`src/hdl/res_pkg.sv`:
```
// ----------------------------------------------------------------------------
// res_pkg: shared definitions for the repeat event suppressor
// Field widths, register indexes, reset values and the per-entry cell
// operation codes used by the table cells and the controller.
// ----------------------------------------------------------------------------
package res_pkg;

	localparam int LEVEL_W        = 3;
	localparam int FILE_W         = 32;
	localparam int LINE_W         = 20;
	localparam int LIMIT_W        = 16;
	localparam int MASK_W         = 8;
	localparam int REPORT_COUNT_W = 16;
	localparam int CFG_DATA_W     = 16;
	localparam int CFG_INDEX_W    = 1;

	localparam int TABLE_DEPTH_DEF = 16;
	localparam int COUNT_WIDTH_DEF = 16;

	localparam logic [CFG_INDEX_W-1:0] REG_TIMES_LIMIT = 1'd0;
	localparam logic [CFG_INDEX_W-1:0] REG_LEVEL_MASK  = 1'd1;

	localparam logic [LIMIT_W-1:0] TIMES_LIMIT_RESET = 16'd100;
	localparam logic [MASK_W-1:0]  LEVEL_MASK_RESET  = 8'd0;

	// What one table cell does at the next clock edge.
	typedef enum logic [1:0] {
		CELL_HOLD  = 2'd0,
		CELL_LOAD  = 2'd1,
		CELL_SHIFT = 2'd2,
		CELL_INC   = 2'd3
	} cell_op_t;

endpackage : res_pkg

```
`src/hdl/res_cell.sv`:
```
// ----------------------------------------------------------------------------
// res_cell: one entry of the repeat table
// Holds a file, a line and a saturating repeat count. Compares itself with
// the broadcast key, and loads, increments or takes its right neighbour.
// ----------------------------------------------------------------------------
module res_cell
	import res_pkg::*;
#(
	parameter int COUNT_WIDTH = COUNT_WIDTH_DEF
) (
	input  logic                   clk,
	input  cell_op_t               op,
	input  logic [FILE_W-1:0]      key_file,
	input  logic [LINE_W-1:0]      key_line,
	input  logic [LIMIT_W-1:0]     limit,
	input  logic [FILE_W-1:0]      nbr_file,
	input  logic [LINE_W-1:0]      nbr_line,
	input  logic [COUNT_WIDTH-1:0] nbr_count,
	output logic [FILE_W-1:0]      file_q,
	output logic [LINE_W-1:0]      line_q,
	output logic [COUNT_WIDTH-1:0] count_q,
	output logic                   match,
	output logic                   over_next
);

	localparam int CMP_W = (COUNT_WIDTH > LIMIT_W) ? COUNT_WIDTH : LIMIT_W;

	logic [COUNT_WIDTH-1:0] count_inc;

	// The count sticks at all ones.
	assign count_inc = (&count_q) ? count_q : count_q + 1'b1;
	assign match     = (file_q == key_file) && (line_q == key_line);
	assign over_next = CMP_W'(count_inc) > CMP_W'(limit);

	always_ff @(posedge clk) begin
		case (op)
			CELL_LOAD: begin
				file_q  <= key_file;
				line_q  <= key_line;
				count_q <= '0;
			end
			CELL_SHIFT: begin
				file_q  <= nbr_file;
				line_q  <= nbr_line;
				count_q <= nbr_count;
			end
			CELL_INC: begin
				count_q <= count_inc;
			end
			default: begin
			end
		endcase
	end

endmodule : res_cell

```
`src/hdl/repeat_event_suppressor_core.sv`:
```
// ----------------------------------------------------------------------------
// repeat_event_suppressor_core: rate limiter for repeated log events
// Looks each event up in a row of table cells, counts repeats, suppresses
// events over the limit, evicts the least repeated entry when full, and
// reports over-limit entries when a periodic clear falls due.
// ----------------------------------------------------------------------------
// Flow: an event word is taken only in the idle state. Unmasked levels go straight to
// the verdict state; hits and appends pass through the lookup state first; a full-table
// miss adds the lowest-count search and the eviction, and a clear walks the used entries
// in place of the lookup, held while a report waits for room. The next event word is not
// taken until the verdict word has been loaded and the controller is back in idle.
// Reset: arst_n empties the table and loads the register reset values.
module repeat_event_suppressor_core
	import res_pkg::*;
#(
	parameter int TABLE_DEPTH = TABLE_DEPTH_DEF,
	parameter int COUNT_WIDTH = COUNT_WIDTH_DEF
) (
	input  logic                       clk,
	input  logic                       arst_n,
	// configuration writes
	input  logic                       cfg_we,
	input  logic [CFG_INDEX_W-1:0]     cfg_index,
	input  logic [CFG_DATA_W-1:0]      cfg_data,
	// event channel
	input  logic                       event_valid,
	output logic                       event_ready,
	input  logic [LEVEL_W-1:0]         level,
	input  logic [FILE_W-1:0]          source_file,
	input  logic [LINE_W-1:0]          source_line,
	input  logic                       clear_due,
	// result channel
	output logic                       result_valid,
	input  logic                       result_ready,
	output logic                       is_report,
	output logic                       pass_event,
	output logic [FILE_W-1:0]          report_file,
	output logic [LINE_W-1:0]          report_line,
	output logic [REPORT_COUNT_W-1:0]  report_count,
	output logic                       last
);

	localparam int USED_W = $clog2(TABLE_DEPTH + 1);
	localparam int IDX_W  = $clog2(TABLE_DEPTH);
	localparam int CMP_W  = (COUNT_WIDTH > LIMIT_W) ? COUNT_WIDTH : LIMIT_W;

	// Controller states, one-hot.
	typedef enum logic [5:0] {
		ST_IDLE    = 6'b000001,
		ST_LOOK    = 6'b000010,
		ST_MIN     = 6'b000100,
		ST_EVICT   = 6'b001000,
		ST_CLEAR   = 6'b010000,
		ST_VERDICT = 6'b100000
	} state_t;

	state_t state_q;

	// Configuration registers.
	logic [LIMIT_W-1:0] times_limit_q;
	logic [MASK_W-1:0]  level_mask_q;

	// The event being worked on.
	logic [FILE_W-1:0] key_file_q;
	logic [LINE_W-1:0] key_line_q;
	logic              pass_q;

	// Table fill and scan bookkeeping.
	logic [USED_W-1:0]      used_q;
	logic [USED_W-1:0]      scan_cnt_q;
	logic [IDX_W-1:0]       scan_idx_q;
	logic [IDX_W-1:0]       best_idx_q;
	logic [COUNT_WIDTH-1:0] best_q;

	// Output register.
	logic                      result_valid_q;
	logic                      is_report_q;
	logic                      pass_event_q;
	logic [FILE_W-1:0]         report_file_q;
	logic [LINE_W-1:0]         report_line_q;
	logic [REPORT_COUNT_W-1:0] report_count_q;
	logic                      last_q;

	// Cell row.
	cell_op_t               cell_op    [TABLE_DEPTH];
	logic [FILE_W-1:0]      cell_file  [TABLE_DEPTH];
	logic [LINE_W-1:0]      cell_line  [TABLE_DEPTH];
	logic [COUNT_WIDTH-1:0] cell_count [TABLE_DEPTH];
	logic [TABLE_DEPTH-1:0] cell_match;
	logic [TABLE_DEPTH-1:0] cell_over;
	logic [TABLE_DEPTH-1:0] hit_vec;

	logic event_fire;
	logic out_free;
	logic any_hit;
	logic table_full;
	logic head_over;
	logic clear_done;
	logic clear_step;
	logic load_report;
	logic load_verdict;
	logic [COUNT_WIDTH-1:0] scan_count;

	assign event_ready = (state_q == ST_IDLE);
	assign event_fire  = event_valid && event_ready;

	// The output register can take a new word when it is empty or its
	// current word leaves at this edge.
	assign out_free = !result_valid_q || result_ready;

	assign any_hit    = |hit_vec;
	assign table_full = (used_q == USED_W'(TABLE_DEPTH));

	// During a clear the row shifts towards cell 0, so the entry under
	// inspection is always the head cell. A report only goes out when the
	// output register has room; entries under the limit pass through freely.
	assign head_over  = CMP_W'(cell_count[0]) > CMP_W'(times_limit_q);
	assign clear_done = (scan_cnt_q == used_q);
	assign clear_step = (state_q == ST_CLEAR) && !clear_done && (!head_over || out_free);

	assign load_report  = clear_step && head_over;
	assign load_verdict = (state_q == ST_VERDICT) && out_free;

	// Single read port into the row for the lowest-count search.
	assign scan_count = cell_count[scan_idx_q];

	// ------------------------------------------------------------------
	// Cell row: each cell holds one entry and talks to its right-hand
	// neighbour for eviction and clearing shifts.
	// ------------------------------------------------------------------
	for (genvar i = 0; i < TABLE_DEPTH; i++) begin : g_cell
		logic [FILE_W-1:0]      nbr_file;
		logic [LINE_W-1:0]      nbr_line;
		logic [COUNT_WIDTH-1:0] nbr_count;

		if (i < TABLE_DEPTH - 1) begin : g_nbr
			assign nbr_file  = cell_file[i+1];
			assign nbr_line  = cell_line[i+1];
			assign nbr_count = cell_count[i+1];
		end else begin : g_end
			assign nbr_file  = cell_file[i];
			assign nbr_line  = cell_line[i];
			assign nbr_count = cell_count[i];
		end

		// Only entries below the fill count take part in a lookup.
		assign hit_vec[i] = cell_match[i] && (USED_W'(i) < used_q);

		always_comb begin
			cell_op[i] = CELL_HOLD;
			case (state_q)
				ST_LOOK: begin
					if (any_hit) begin
						if (hit_vec[i]) begin
							cell_op[i] = CELL_INC;
						end
					end else if (!table_full && (used_q == USED_W'(i))) begin
						cell_op[i] = CELL_LOAD;
					end
				end
				ST_EVICT: begin
					// Close the gap left by the victim and append at the end.
					if (i == TABLE_DEPTH - 1) begin
						cell_op[i] = CELL_LOAD;
					end else if (IDX_W'(i) >= best_idx_q) begin
						cell_op[i] = CELL_SHIFT;
					end
				end
				ST_CLEAR: begin
					if (clear_step && (i < TABLE_DEPTH - 1)) begin
						cell_op[i] = CELL_SHIFT;
					end
				end
				default: begin
				end
			endcase
		end

		res_cell #(
			.COUNT_WIDTH (COUNT_WIDTH)
		) u_cell (
			.clk       (clk),
			.op        (cell_op[i]),
			.key_file  (key_file_q),
			.key_line  (key_line_q),
			.limit     (times_limit_q),
			.nbr_file  (nbr_file),
			.nbr_line  (nbr_line),
			.nbr_count (nbr_count),
			.file_q    (cell_file[i]),
			.line_q    (cell_line[i]),
			.count_q   (cell_count[i]),
			.match     (cell_match[i]),
			.over_next (cell_over[i])
		);
	end

	// ------------------------------------------------------------------
	// Configuration registers. Writes must arrive only while the block is idle; the block itself does not enforce this.
	// ------------------------------------------------------------------
	always_ff @(posedge clk or negedge arst_n) begin
		if (!arst_n) begin
			times_limit_q <= TIMES_LIMIT_RESET;
			level_mask_q  <= LEVEL_MASK_RESET;
		end else if (cfg_we) begin
			case (cfg_index)
				REG_TIMES_LIMIT: times_limit_q <= cfg_data;
				REG_LEVEL_MASK:  level_mask_q  <= cfg_data[MASK_W-1:0];
				default: begin
				end
			endcase
		end
	end

	// ------------------------------------------------------------------
	// Controller.
	// ------------------------------------------------------------------
	always_ff @(posedge clk or negedge arst_n) begin
		if (!arst_n) begin
			state_q    <= ST_IDLE;
			used_q     <= '0;
			scan_cnt_q <= '0;
			scan_idx_q <= '0;
			best_idx_q <= '0;
			pass_q     <= 1'b0;
		end else begin
			case (state_q)
				ST_IDLE: begin
					if (event_fire) begin
						scan_cnt_q <= '0;
						pass_q     <= 1'b1;
						// Levels without suppression go straight to a
						// passing verdict and leave the table alone.
						if (!level_mask_q[level]) begin
							state_q <= ST_VERDICT;
						end else if (clear_due) begin
							state_q <= ST_CLEAR;
						end else begin
							state_q <= ST_LOOK;
						end
					end
				end
				ST_LOOK: begin
					if (any_hit) begin
						// The matching cell counts up this edge; its
						// incremented count decides the verdict.
						pass_q  <= !(|(hit_vec & cell_over));
						state_q <= ST_VERDICT;
					end else if (!table_full) begin
						used_q  <= used_q + 1'b1;
						state_q <= ST_VERDICT;
					end else begin
						// Table full: seed the search with cell 0.
						best_idx_q <= '0;
						scan_idx_q <= IDX_W'(1);
						state_q    <= ST_MIN;
					end
				end
				ST_MIN: begin
					// Strictly lower only, so ties keep the first entry.
					if (scan_count < best_q) begin
						best_idx_q <= scan_idx_q;
					end
					if (scan_idx_q == IDX_W'(TABLE_DEPTH - 1)) begin
						state_q <= ST_EVICT;
					end else begin
						scan_idx_q <= scan_idx_q + 1'b1;
					end
				end
				ST_EVICT: begin
					state_q <= ST_VERDICT;
				end
				ST_CLEAR: begin
					if (clear_done) begin
						used_q  <= '0;
						state_q <= ST_VERDICT;
					end else if (clear_step) begin
						scan_cnt_q <= scan_cnt_q + 1'b1;
					end
				end
				ST_VERDICT: begin
					if (out_free) begin
						state_q <= ST_IDLE;
					end
				end
				default: begin
					state_q <= ST_IDLE;
				end
			endcase
		end
	end

	// Running minimum of the search; payload only, no reset needed.
	always_ff @(posedge clk) begin
		if (state_q == ST_LOOK) begin
			best_q <= cell_count[0];
		end else if ((state_q == ST_MIN) && (scan_count < best_q)) begin
			best_q <= scan_count;
		end
	end

	// Key capture on acceptance.
	always_ff @(posedge clk) begin
		if (event_fire) begin
			key_file_q <= source_file;
			key_line_q <= source_line;
		end
	end

	// ------------------------------------------------------------------
	// Output register: reports during a clear, then the verdict word.
	// ------------------------------------------------------------------
	always_ff @(posedge clk or negedge arst_n) begin
		if (!arst_n) begin
			result_valid_q <= 1'b0;
		end else if (load_report || load_verdict) begin
			result_valid_q <= 1'b1;
		end else if (result_ready) begin
			result_valid_q <= 1'b0;
		end
	end

	always_ff @(posedge clk) begin
		if (load_report) begin
			is_report_q   <= 1'b1;
			pass_event_q  <= 1'b0;
			report_file_q <= cell_file[0];
			report_line_q <= cell_line[0];
			// Counts wider than the report field are clipped to its maximum.
			if (CMP_W'(cell_count[0]) > CMP_W'({REPORT_COUNT_W{1'b1}})) begin
				report_count_q <= {REPORT_COUNT_W{1'b1}};
			end else begin
				report_count_q <= REPORT_COUNT_W'(CMP_W'(cell_count[0]));
			end
			last_q <= 1'b0;
		end else if (load_verdict) begin
			is_report_q    <= 1'b0;
			pass_event_q   <= pass_q;
			report_file_q  <= '0;
			report_line_q  <= '0;
			report_count_q <= '0;
			last_q         <= 1'b1;
		end
	end

	assign result_valid = result_valid_q;
	assign is_report    = is_report_q;
	assign pass_event   = pass_event_q;
	assign report_file  = report_file_q;
	assign report_line  = report_line_q;
	assign report_count = report_count_q;
	assign last         = last_q;

	// ------------------------------------------------------------------
	// Assertions.
	// ------------------------------------------------------------------

	// Appends only happen on a miss, so at most one live entry can match.
	a_single_hit: assert property (@(posedge clk) disable iff (!arst_n)
		(state_q == ST_LOOK) |-> $onehot0(hit_vec))
		else $error("more than one table entry matches the key");

	// The fill count never runs past the table.
	a_used_bound: assert property (@(posedge clk) disable iff (!arst_n)
		used_q <= USED_W'(TABLE_DEPTH))
		else $error("fill count beyond table depth");

	// An eviction keeps the table full.
	a_evict_full: assert property (@(posedge clk) disable iff (!arst_n)
		(state_q == ST_EVICT) |=> (used_q == USED_W'(TABLE_DEPTH)))
		else $error("table not full after eviction");

	// A finished clear empties the table before the verdict.
	a_clear_empty: assert property (@(posedge clk) disable iff (!arst_n)
		((state_q == ST_CLEAR) && clear_done) |=> (used_q == '0) && (state_q == ST_VERDICT))
		else $error("clear did not empty the table");

	// A report word never closes the sequence of an event.
	a_report_not_last: assert property (@(posedge clk) disable iff (!arst_n)
		(result_valid_q && is_report_q) |-> (!last_q && !pass_event_q))
		else $error("report word flagged as last or passing");

endmodule : repeat_event_suppressor_core

```
`config.mk`:
```
export PLATFORM = sky130hd
export DESIGN_NAME = repeat_event_suppressor_core
export DESIGN_NICKNAME = d
export VERILOG_FILES = /design/src/hdl/res_pkg.sv /design/src/hdl/res_cell.sv /design/src/hdl/repeat_event_suppressor_core.sv
export SDC_FILE = /design/constraint.sdc
export NUM_CORES = 2
export LEC_CHECK = 0
export BUFFER_PORTS_ARGS = -buffer_cell sky130_fd_sc_hd__buf_2
export CORE_ASPECT_RATIO = 1.75
export CORE_UTILIZATION = 59
export CTS_BUF_LIST = sky130_fd_sc_hd__clkbuf_8
export DETAILED_ROUTE_END_ITERATION = 8
export PLACE_DENSITY = 0.79
export SYNTH_ARGS = -nofsm -noshare
export SYNTH_HDL_FRONTEND = slang
export SYNTH_SLANG_ARGS = --single-unit
```
`constraint.sdc`:
```
create_clock -name clk -period 7.4 [get_ports clk]
set_input_delay 1.48 -clock clk [delete_from_list [all_inputs] [get_ports clk]]
set_output_delay 1.48 -clock clk [all_outputs]
set_load 0.02 [all_outputs]
```
# ---- After elaboration in Yosys (flattened, before gate mapping)
# Index checks and enable logic that the tools add are counted.
dict set report word_totals {
  regBits 1277
  in_bits 78
  elab_cells 568
}
dict set report op_classes {
  n_addsub 19
  order_cmp 52
  eq_ne 115
  muxes 186
  bitwise 3
  reduce_logical 127
}
# cell n
set ops {}
lappend ops {{one-hot mux 32 bit (2 select lines)} 15}
lappend ops {{one-hot mux 16 bit (3 select lines)} 15}
lappend ops {{one-hot mux 20 bit (2 select lines)} 15}
lappend ops {{equality test 32 bit} 16}
lappend ops {{2-to-1 mux 16 bit} 23}
lappend ops {{equality test 20 bit} 16}
lappend ops {{> comparator 16 bit} 17}
lappend ops {{adder 16 x 1 -> 16 bit, second input constant} 16}
lappend ops {{AND reduction 16 bit} 16}
lappend ops {{2-to-1 mux 2 bit} 48}
lappend ops {{one-hot mux 2 bit (3 select lines)} 15}
lappend ops {{binary-select mux 16 bit (select 4 bit)} 1}
lappend ops {{2-to-1 mux 32 bit} 2}
lappend ops {{equality test 2 bit, second input constant} 31}
lappend ops {{logical AND 1 bit} 54}
lappend ops {{nonzero test 2 bit} 23}
lappend ops {{nonzero test 3 bit} 15}
lappend ops {{2-to-1 mux 6 bit} 7}
lappend ops {{equality test 5 x 4 -> 1 bit, second input constant} 8}
lappend ops {{less-than comparator 4 x 5 -> 1 bit, first input constant} 8}
lappend ops {{2-to-1 mux 20 bit} 2}
lappend ops {{one-hot mux 6 bit (6 select lines)} 1}
lappend ops {{2-to-1 mux 5 bit} 7}
lappend ops {{equality test 2 x 1 -> 1 bit, second input constant} 16}
lappend ops {{other kinds (45)} 115}

# ---- Depth between registers and ports, before layout
dict set report logic_depth {
  ltp_word 8
  ltp_mapped 20
}

# ---- Cells and area by module
# A second synthesis with hierarchy kept.
dict set report hier_totals {
  hier_cells 6523
  hier_area_um2 79764.0
}
# module n_inst cells_each area_each_um2 seq_area_each_um2
set by_module_without_submodules {}
lappend by_module_without_submodules {{res_cell (g_cell[0].u_cell ...)} 10 333 4212.8 2042.0}
lappend by_module_without_submodules {{res_cell (g_cell[6].u_cell ...)} 3 381 4470.5 2042.0}
lappend by_module_without_submodules {repeat_event_suppressor_core 1 958 11100.6 5400.2}
lappend by_module_without_submodules {{res_cell (g_cell[9].u_cell)} 1 380 4483.0 2042.0}
lappend by_module_without_submodules {{res_cell (g_cell[5].u_cell)} 1 379 4426.7 2042.0}
lappend by_module_without_submodules {{res_cell (g_cell[4].u_cell)} 1 333 4214.0 2042.0}

# ---- Worst setup path after synthesis
# Ideal clock, no wire load.
dict set report synth_path {
  path_kind {register to register}
  start {register times_limit_q[1]}
  end {register report_count_q[0], in the netlist report_count[0] (enable)}
  setup_ps 590
  arrival_time_ps 6916
  required_ps 6810
  slack_ps -105
  stages_incl_launch_ff 11
  n_path_buf 0
  cell_sequence {dfrtp_1 inv_1 ha_1 nor2b_1 o21a_1 o21a_1 o21bai_1 a21oi_1 o32ai_1 o21ai_1 o21ai_0}
}
dict set report synth_via {
  elab_chain_cells 6
}
# element line
set synth_rtl {}
lappend synth_rtl {{start: declaration} repeat_event_suppressor_core.sv:60} ;# logic [LIMIT_W-1:0] times_limit_q;
lappend synth_rtl {{start signal: assignment} repeat_event_suppressor_core.sv:207} ;# REG_TIMES_LIMIT: times_limit_q <= cfg_data;
lappend synth_rtl {{> comparator 16 bit *} repeat_event_suppressor_core.sv:117} ;# assign head_over = CMP_W'(cell_count[0]) > CMP_W'(times_limit_q);
lappend synth_rtl {{logical NOT 1 bit} repeat_event_suppressor_core.sv:119} ;# assign clear_step = (state_q == ST_CLEAR) && !clear_done && (!head_over || out_free);
lappend synth_rtl {{logical OR 1 bit} repeat_event_suppressor_core.sv:119}
lappend synth_rtl {{logical AND 1 bit} repeat_event_suppressor_core.sv:119}
lappend synth_rtl {{logical AND 1 bit *} repeat_event_suppressor_core.sv:121} ;# assign load_report = clear_step && head_over;
lappend synth_rtl {{nonzero test 2 bit (no line) *} -}
lappend synth_rtl {{end signal: assignment} repeat_event_suppressor_core.sv:331} ;# report_count_q <= {REPORT_COUNT_W{1'b1}};
lappend synth_rtl {{end signal: assignment} repeat_event_suppressor_core.sv:333} ;# report_count_q <= REPORT_COUNT_W'(CMP_W'(cell_count[0]));
lappend synth_rtl {{end: declaration} repeat_event_suppressor_core.sv:81} ;# logic [REPORT_COUNT_W-1:0] report_count_q;
# Every way passes the cells marked *; elsewhere a longest branch is shown, timed or not.
# A chain may end at the register's enable or synchronous reset.

# ---- Final worst setup path
dict set report layout_path {
  start {register key_line_q[11]}
  end {register g_cell[7].u_cell.line_q[4] (data pin)}
}
dict set report layout_via {
  elab_chain_cells 8
  word_cells_on_any_way 55
  cone_classes {eq/ne (18); mux (4); reduce/logical (33)}
}
# element line
set layout_rtl {}
lappend layout_rtl {{start: declaration} repeat_event_suppressor_core.sv:65} ;# logic [LINE_W-1:0] key_line_q;
lappend layout_rtl {{start signal: assignment} repeat_event_suppressor_core.sv:306} ;# key_line_q <= source_line;
lappend layout_rtl {{equality test 20 bit} res_cell.sv:32} ;# assign match = (file_q == key_file) && (line_q == key_line);
lappend layout_rtl {{logical AND 1 bit} res_cell.sv:32}
lappend layout_rtl {{logical AND 1 bit} repeat_event_suppressor_core.sv:147} ;# assign hit_vec[i] = cell_match[i] && (USED_W'(i) < used_q);
lappend layout_rtl {{OR reduction 16 bit or 2-to-1 mux 2 bit (tied branches)} {repeat_event_suppressor_core.sv:111, repeat_event_suppressor_core.sv:154}}
lappend layout_rtl {{2-to-1 mux 2 bit *} repeat_event_suppressor_core.sv:153} ;# if (any_hit) begin
lappend layout_rtl {{one-hot mux 2 bit (3 select lines) *} repeat_event_suppressor_core.sv:151} ;# case (state_q)
lappend layout_rtl {{equality test 2 bit or equality test 2 x 1 -> 1 bit (tied branches)} res_cell.sv:36} ;# case (op)
lappend layout_rtl {{one-hot mux 20 bit (2 select lines) *} res_cell.sv:36}
lappend layout_rtl {{end signal: assignment} res_cell.sv:39} ;# line_q <= key_line;
lappend layout_rtl {{end signal: assignment} res_cell.sv:44} ;# line_q <= nbr_line;
lappend layout_rtl {{end: declaration} res_cell.sv:20} ;# output logic [LINE_W-1:0] line_q,
# Marked as above.

==> metrics.md <==
| Metric | Value |
|---|---|
| Worst hold-check slack | 0.461 ns |
| CP delay by family, top | simple AND/OR/NAND/NOR gates |
| Share of the synthesized area in the top cell type | 47.9% |
| Share of synthesized area occupied by flip-flops and latches | 49.6% |
| Setup repair after global routing missed its margin | no |
| HP Start | is_report$_SDFFE_PP1P_ |
| H-tree depth | 4 |
| CP Data Required Time | 8.05 ns |
| Final number of max-transition violations | 0 |
| Status | finished with violations |
| Clock tree from TritonCTS | done |
| All-layer global routing usage | 42.8% |
| Die height | 479 um |
| Cell leakage power | 28.6 nW |
| Synth warn | 0 |
| Iteration-0 DRC Markers | 6261 |
| Standard-cell row count | 174 |
| Leading cell type by number of instances after synthesis | sky130_fd_sc_hd__edfxtp_1 |
| Antenna violation net count after detailed routing | 0 |
| Worst r2r path cells | 14 |
| Flip-flop and latch count after synthesis | 1277 |
| Cell taking the most area after synthesis | sky130_fd_sc_hd__edfxtp_1 |
| Drt pass-1 iters | 9 |
| Post-cts hold buffer count | 0 |
| Most frequent cell on the critical path | sky130_fd_sc_hd__buf_4 |
| Max stage delay on crit path | 1.06 ns |
| Tightest Pin Transition | 1.47 ns |
| Synthesized instance count | 6259 |
| Critical register-to-register path startpoint | key_line_q[11]$_DFFE_PP_ |
| Total wire length after detailed routing | 281 mm |
| Final Net Count | 6771 |
| Combined area of all synthesized cells | 0.0767 mm2 |
| Max Clock Skew | 0.107 ns |
| Setup TNS | 0 ns |
| Final setup violation count | 0 |
| Detailed-route via count | 57090 |
| DIE WIDTH | 275 um |
| Average wire per cell in the routed design | 34.4 um |
| Relative area change from synthesis to final layout | 8.00% |
| Top flip-flop cell by instance count after synthesis | sky130_fd_sc_hd__edfxtp_1 |
| Final design instance area without fill | 0.0828 mm2 |
| Final period utilization | 99.1% |
| Total DRC errors in the routed layout | 20 |
| Placed standard-cell area | 0.0791 mm2 |
| Clk slew on worst S/H paths | 0.07 ns |
| Total core area | 0.129 mm2 |
| Terminating pin of the worst hold path | is_report$_SDFFE_PP1P_ |
| Async S/R FF share, synth | 3.92% |
| Reg2reg end | g_cell[7].u_cell.line_q[4]$_DFFE_PP_ |
| Slowest cell on the critical path | sky130_fd_sc_hd__nand4_1 |
| Most frequent cells after synthesis | 1224 x sky130_fd_sc_hd__edfxtp_1, 731 x sky130_fd_sc_hd__mux2_2, 654 x sky130_fd_sc_hd__xnor2_1 |
| Initial cell density of the core | 59.6% |
| Period minus WS final | 7.33 ns |
| Number of buffer cells added on primary ports | 150 |
| Ranking of synthesized cells by area | sky130_fd_sc_hd__edfxtp_1 48%, sky130_fd_sc_hd__mux2_2 11%, sky130_fd_sc_hd__xnor2_1 7.5% |
| Root buffer cell | sky130_fd_sc_hd__clkbuf_8 |
| HPWL after detailed placement | 202 mm |
| Total power after layout | 21.8 mW |
| Fraction of layout cells with a size suffix above 1 | 21.9% |
| Largest fanout of any net on the critical path | 52 |
| Start-to-end type of the worst setup path | reg2reg |
| Mapped Nets | 6690 |
| Post-synth EDFFs | 1224 |
| Startpoint type of the worst setup path | flop |
| First-pass GRT wire length | 397 mm |
| Later-pin clock latency in the skew report | 1.01 ns |
| Die footprint | 0.132 mm2 |
| Slew headroom | 0.925% |
| Worst min-delay path class | reg2reg |
| Via count normalized by instance count | 6.98 |
| Hold violation total from the final report | 0 |
| Power density over cell area | 263 mW/mm2 |
| Count of distinct cell types in the synthesized netlist | 81 |
| Boundary Pins | 151 |
| Ordered cell list for the critical path | buf_4 > buf_4 > xnor2_1 > nand4_1 > nor4_1 > nand4_1 > o2111ai_1 > or4_4 > or2_1 > o41a_1 > ha_2 > buf_4 > buf_4 > o21ai_0 |
| Number of clock sinks seen by CTS | 1277 |
| Reported max-cap violation count | 2 |
| Buffers inserted during post-CTS setup optimization | 0 |
| Peak supply drop | 0.241 mV |
| Pin count of the biggest net entering global routing | 74 |
| Final Wtd Congestion | 1.06 |
| FMAX | 136 MHz |
| Cell count of the worst hold path | 1 |
| Quantity of gates resized following cts | 0 |
| Max Root-Sink Buffers | 3 |
| Worst-case register-to-register setup slack | 0.07 ns |
| Fill cell count | 9661 |
| Number of buffers added by the clock tree synthesis step | 187 |
| Critical Path AT | 7.98 ns |
| Buf/Inv on CP | 4 |
| Mapped Avg Cell Area | 12.3 um2 |
| Congestion Overflow GR | 0 |
| Critical path endpoint category | flop |
| Number of global-route vias before repair | 56999 |
| Initial antenna violation count | 19 |
| Violated checks | design-rule violations, max-capacitance violations |
[final cells by class]
| class | count | area, um2 | share of cell area (%) |
|---|---|---|---|
| tap | 1672 | 2090 | 2.53 |
| clock inverter | 142 | 923 | 1.11 |
| clock buffer | 195 | 2680 | 3.24 |
| sequential | 1277 | 38100 | 46.0 |
| inverter | 139 | 522 | 0.630 |
| multi-input combinational | 4402 | 36100 | 43.5 |
| antenna | 21 | 52.6 | 0.0634 |
| timing repair buffer | 333 | 2440 | 2.94 |
[cell usage in the layout, fill, tap and decap left out, types with 18 or more instances in the layout]
cell,instances
sky130_fd_sc_hd__edfxtp_1,1224
sky130_fd_sc_hd__mux2_2,731
sky130_fd_sc_hd__xnor2_1,654
sky130_fd_sc_hd__xor2_1,338
sky130_fd_sc_hd__ha_1,338
sky130_fd_sc_hd__nand2_1,319
sky130_fd_sc_hd__nand4_1,236
sky130_fd_sc_hd__a22o_1,228
sky130_fd_sc_hd__clkbuf_8,195
sky130_fd_sc_hd__o21ai_0,192
sky130_fd_sc_hd__nor2_1,172
sky130_fd_sc_hd__nand3_1,166
sky130_fd_sc_hd__inv_1,162
sky130_fd_sc_hd__buf_4,157
sky130_fd_sc_hd__buf_2,150
sky130_fd_sc_hd__a21oi_1,130
sky130_fd_sc_hd__nor4_1,114
sky130_fd_sc_hd__and2_1,79
sky130_fd_sc_hd__mux2i_1,71
sky130_fd_sc_hd__nor3_1,66
sky130_fd_sc_hd__nor2b_1,51
sky130_fd_sc_hd__and3_1,48
sky130_fd_sc_hd__a21o_1,48
sky130_fd_sc_hd__dfrtp_1,44
sky130_fd_sc_hd__clkinv_1,43
sky130_fd_sc_hd__a221oi_1,41
sky130_fd_sc_hd__nand2b_1,37
sky130_fd_sc_hd__clkinv_2,36
sky130_fd_sc_hd__mux4_2,34
sky130_fd_sc_hd__o21a_1,32
sky130_fd_sc_hd__a31oi_1,29
sky130_fd_sc_hd__buf_12,24
sky130_fd_sc_hd__and4_1,23
sky130_fd_sc_hd__diode_2,21
sky130_fd_sc_hd__or3_1,19
sky130_fd_sc_hd__a211oi_1,18
[through the flow]
step	setup slack, ns	std cells	util [%]
global placement	1.13	7821	61.5
detailed placement	1.11	7821	61.5
CTS	1.10	8158	64.3
global route	0.263	8162	64.3
finish	0.0667	8181	64.4
floorplan	0.975	6259	-
[worst max-delay path by stage]
| stage | cells after the start | slack, ns | start | end |
|---|---|---|---|---|
| 2_1_floorplan | 10 | 0.98 | used_q[1]$_DFFE_PN0P_ | g_cell[15].u_cell.count_q[0]$_SDFFCE_PP0P_ |
| 3_3_place_gp | 13 | 1.13 | key_file_q[21]$_DFFE_PP_ | g_cell[7].u_cell.line_q[0]$_DFFE_PP_ |
| 3_5_place_dp | 13 | 1.11 | key_file_q[13]$_DFFE_PP_ | g_cell[7].u_cell.line_q[0]$_DFFE_PP_ |
| 4_1_cts | 13 | 1.10 | key_file_q[13]$_DFFE_PP_ | g_cell[7].u_cell.line_q[4]$_DFFE_PP_ |
| 5_1_grt | 13 | 0.26 | key_file_q[13]$_DFFE_PP_ | g_cell[7].u_cell.line_q[4]$_DFFE_PP_ |
| 6_report | 14 | 0.07 | key_line_q[11]$_DFFE_PP_ | g_cell[7].u_cell.line_q[4]$_DFFE_PP_ |
[sequential cells by signal (all words and copies together), names as in the netlist, 20 cells and up]
register / cells
key_file_q: 32
g_cell.u_cell.count_q: 256
report_line: 20
report_file: 32
g_cell.u_cell.file_q: 512
key_line_q: 20
g_cell.u_cell.line_q: 320
[power by group]
| part | switching (mW) | internal (mW) |
|---|---|---|
| registers | 0.851 | 8.94 |
| clock network | 3.03 | 2.81 |
| logic | 3.71 | 2.45 |
| total | 7.59 | 14.2 |
[worst reg2reg max path, cell delays in order, from the launching register on]
cell                        delay [ns]
sky130_fd_sc_hd__edfxtp_1         0.79
sky130_fd_sc_hd__buf_4            0.27
sky130_fd_sc_hd__buf_4            0.31
sky130_fd_sc_hd__xnor2_1          0.16
sky130_fd_sc_hd__nand4_1          0.14
sky130_fd_sc_hd__nor4_1           0.68
sky130_fd_sc_hd__nand4_1          1.06
sky130_fd_sc_hd__o2111ai_1        1.03
sky130_fd_sc_hd__or4_4            0.41
sky130_fd_sc_hd__or2_1            0.40
sky130_fd_sc_hd__o41a_1           0.37
sky130_fd_sc_hd__ha_2             0.23
sky130_fd_sc_hd__buf_4            0.57
sky130_fd_sc_hd__buf_4            0.46
sky130_fd_sc_hd__o21ai_0          0.15
[cells by family (layout without fill, tap and decap cells)]
| logic type | count (synthesis) | count (layout) | share of synthesized area, % |
|---|---|---|---|
| flip-flops | 1277 | 1277 | 49.6 |
| adder cells (fa/ha/maj) | 353 | 353 | 5.76 |
| AND/OR/NAND/NOR | 1389 | 1389 | 9.53 |
| AO/OA/AOI/OAI | 832 | 832 | 7.61 |
| XOR/XNOR | 992 | 992 | 11.3 |
| other | 0 | 21 | 0 |
| multiplexers | 836 | 836 | 12.7 |
| buffers and inverters | 580 | 809 | 3.47 |
[metal layers]
metal,global-route usage [%],part of all wire [%]
met1,41.9,29
met2,69.0,47
met3,11.2,9.8
met4,48.0,14
met5,0,0.020
Power figures use the tool's default switching activity.
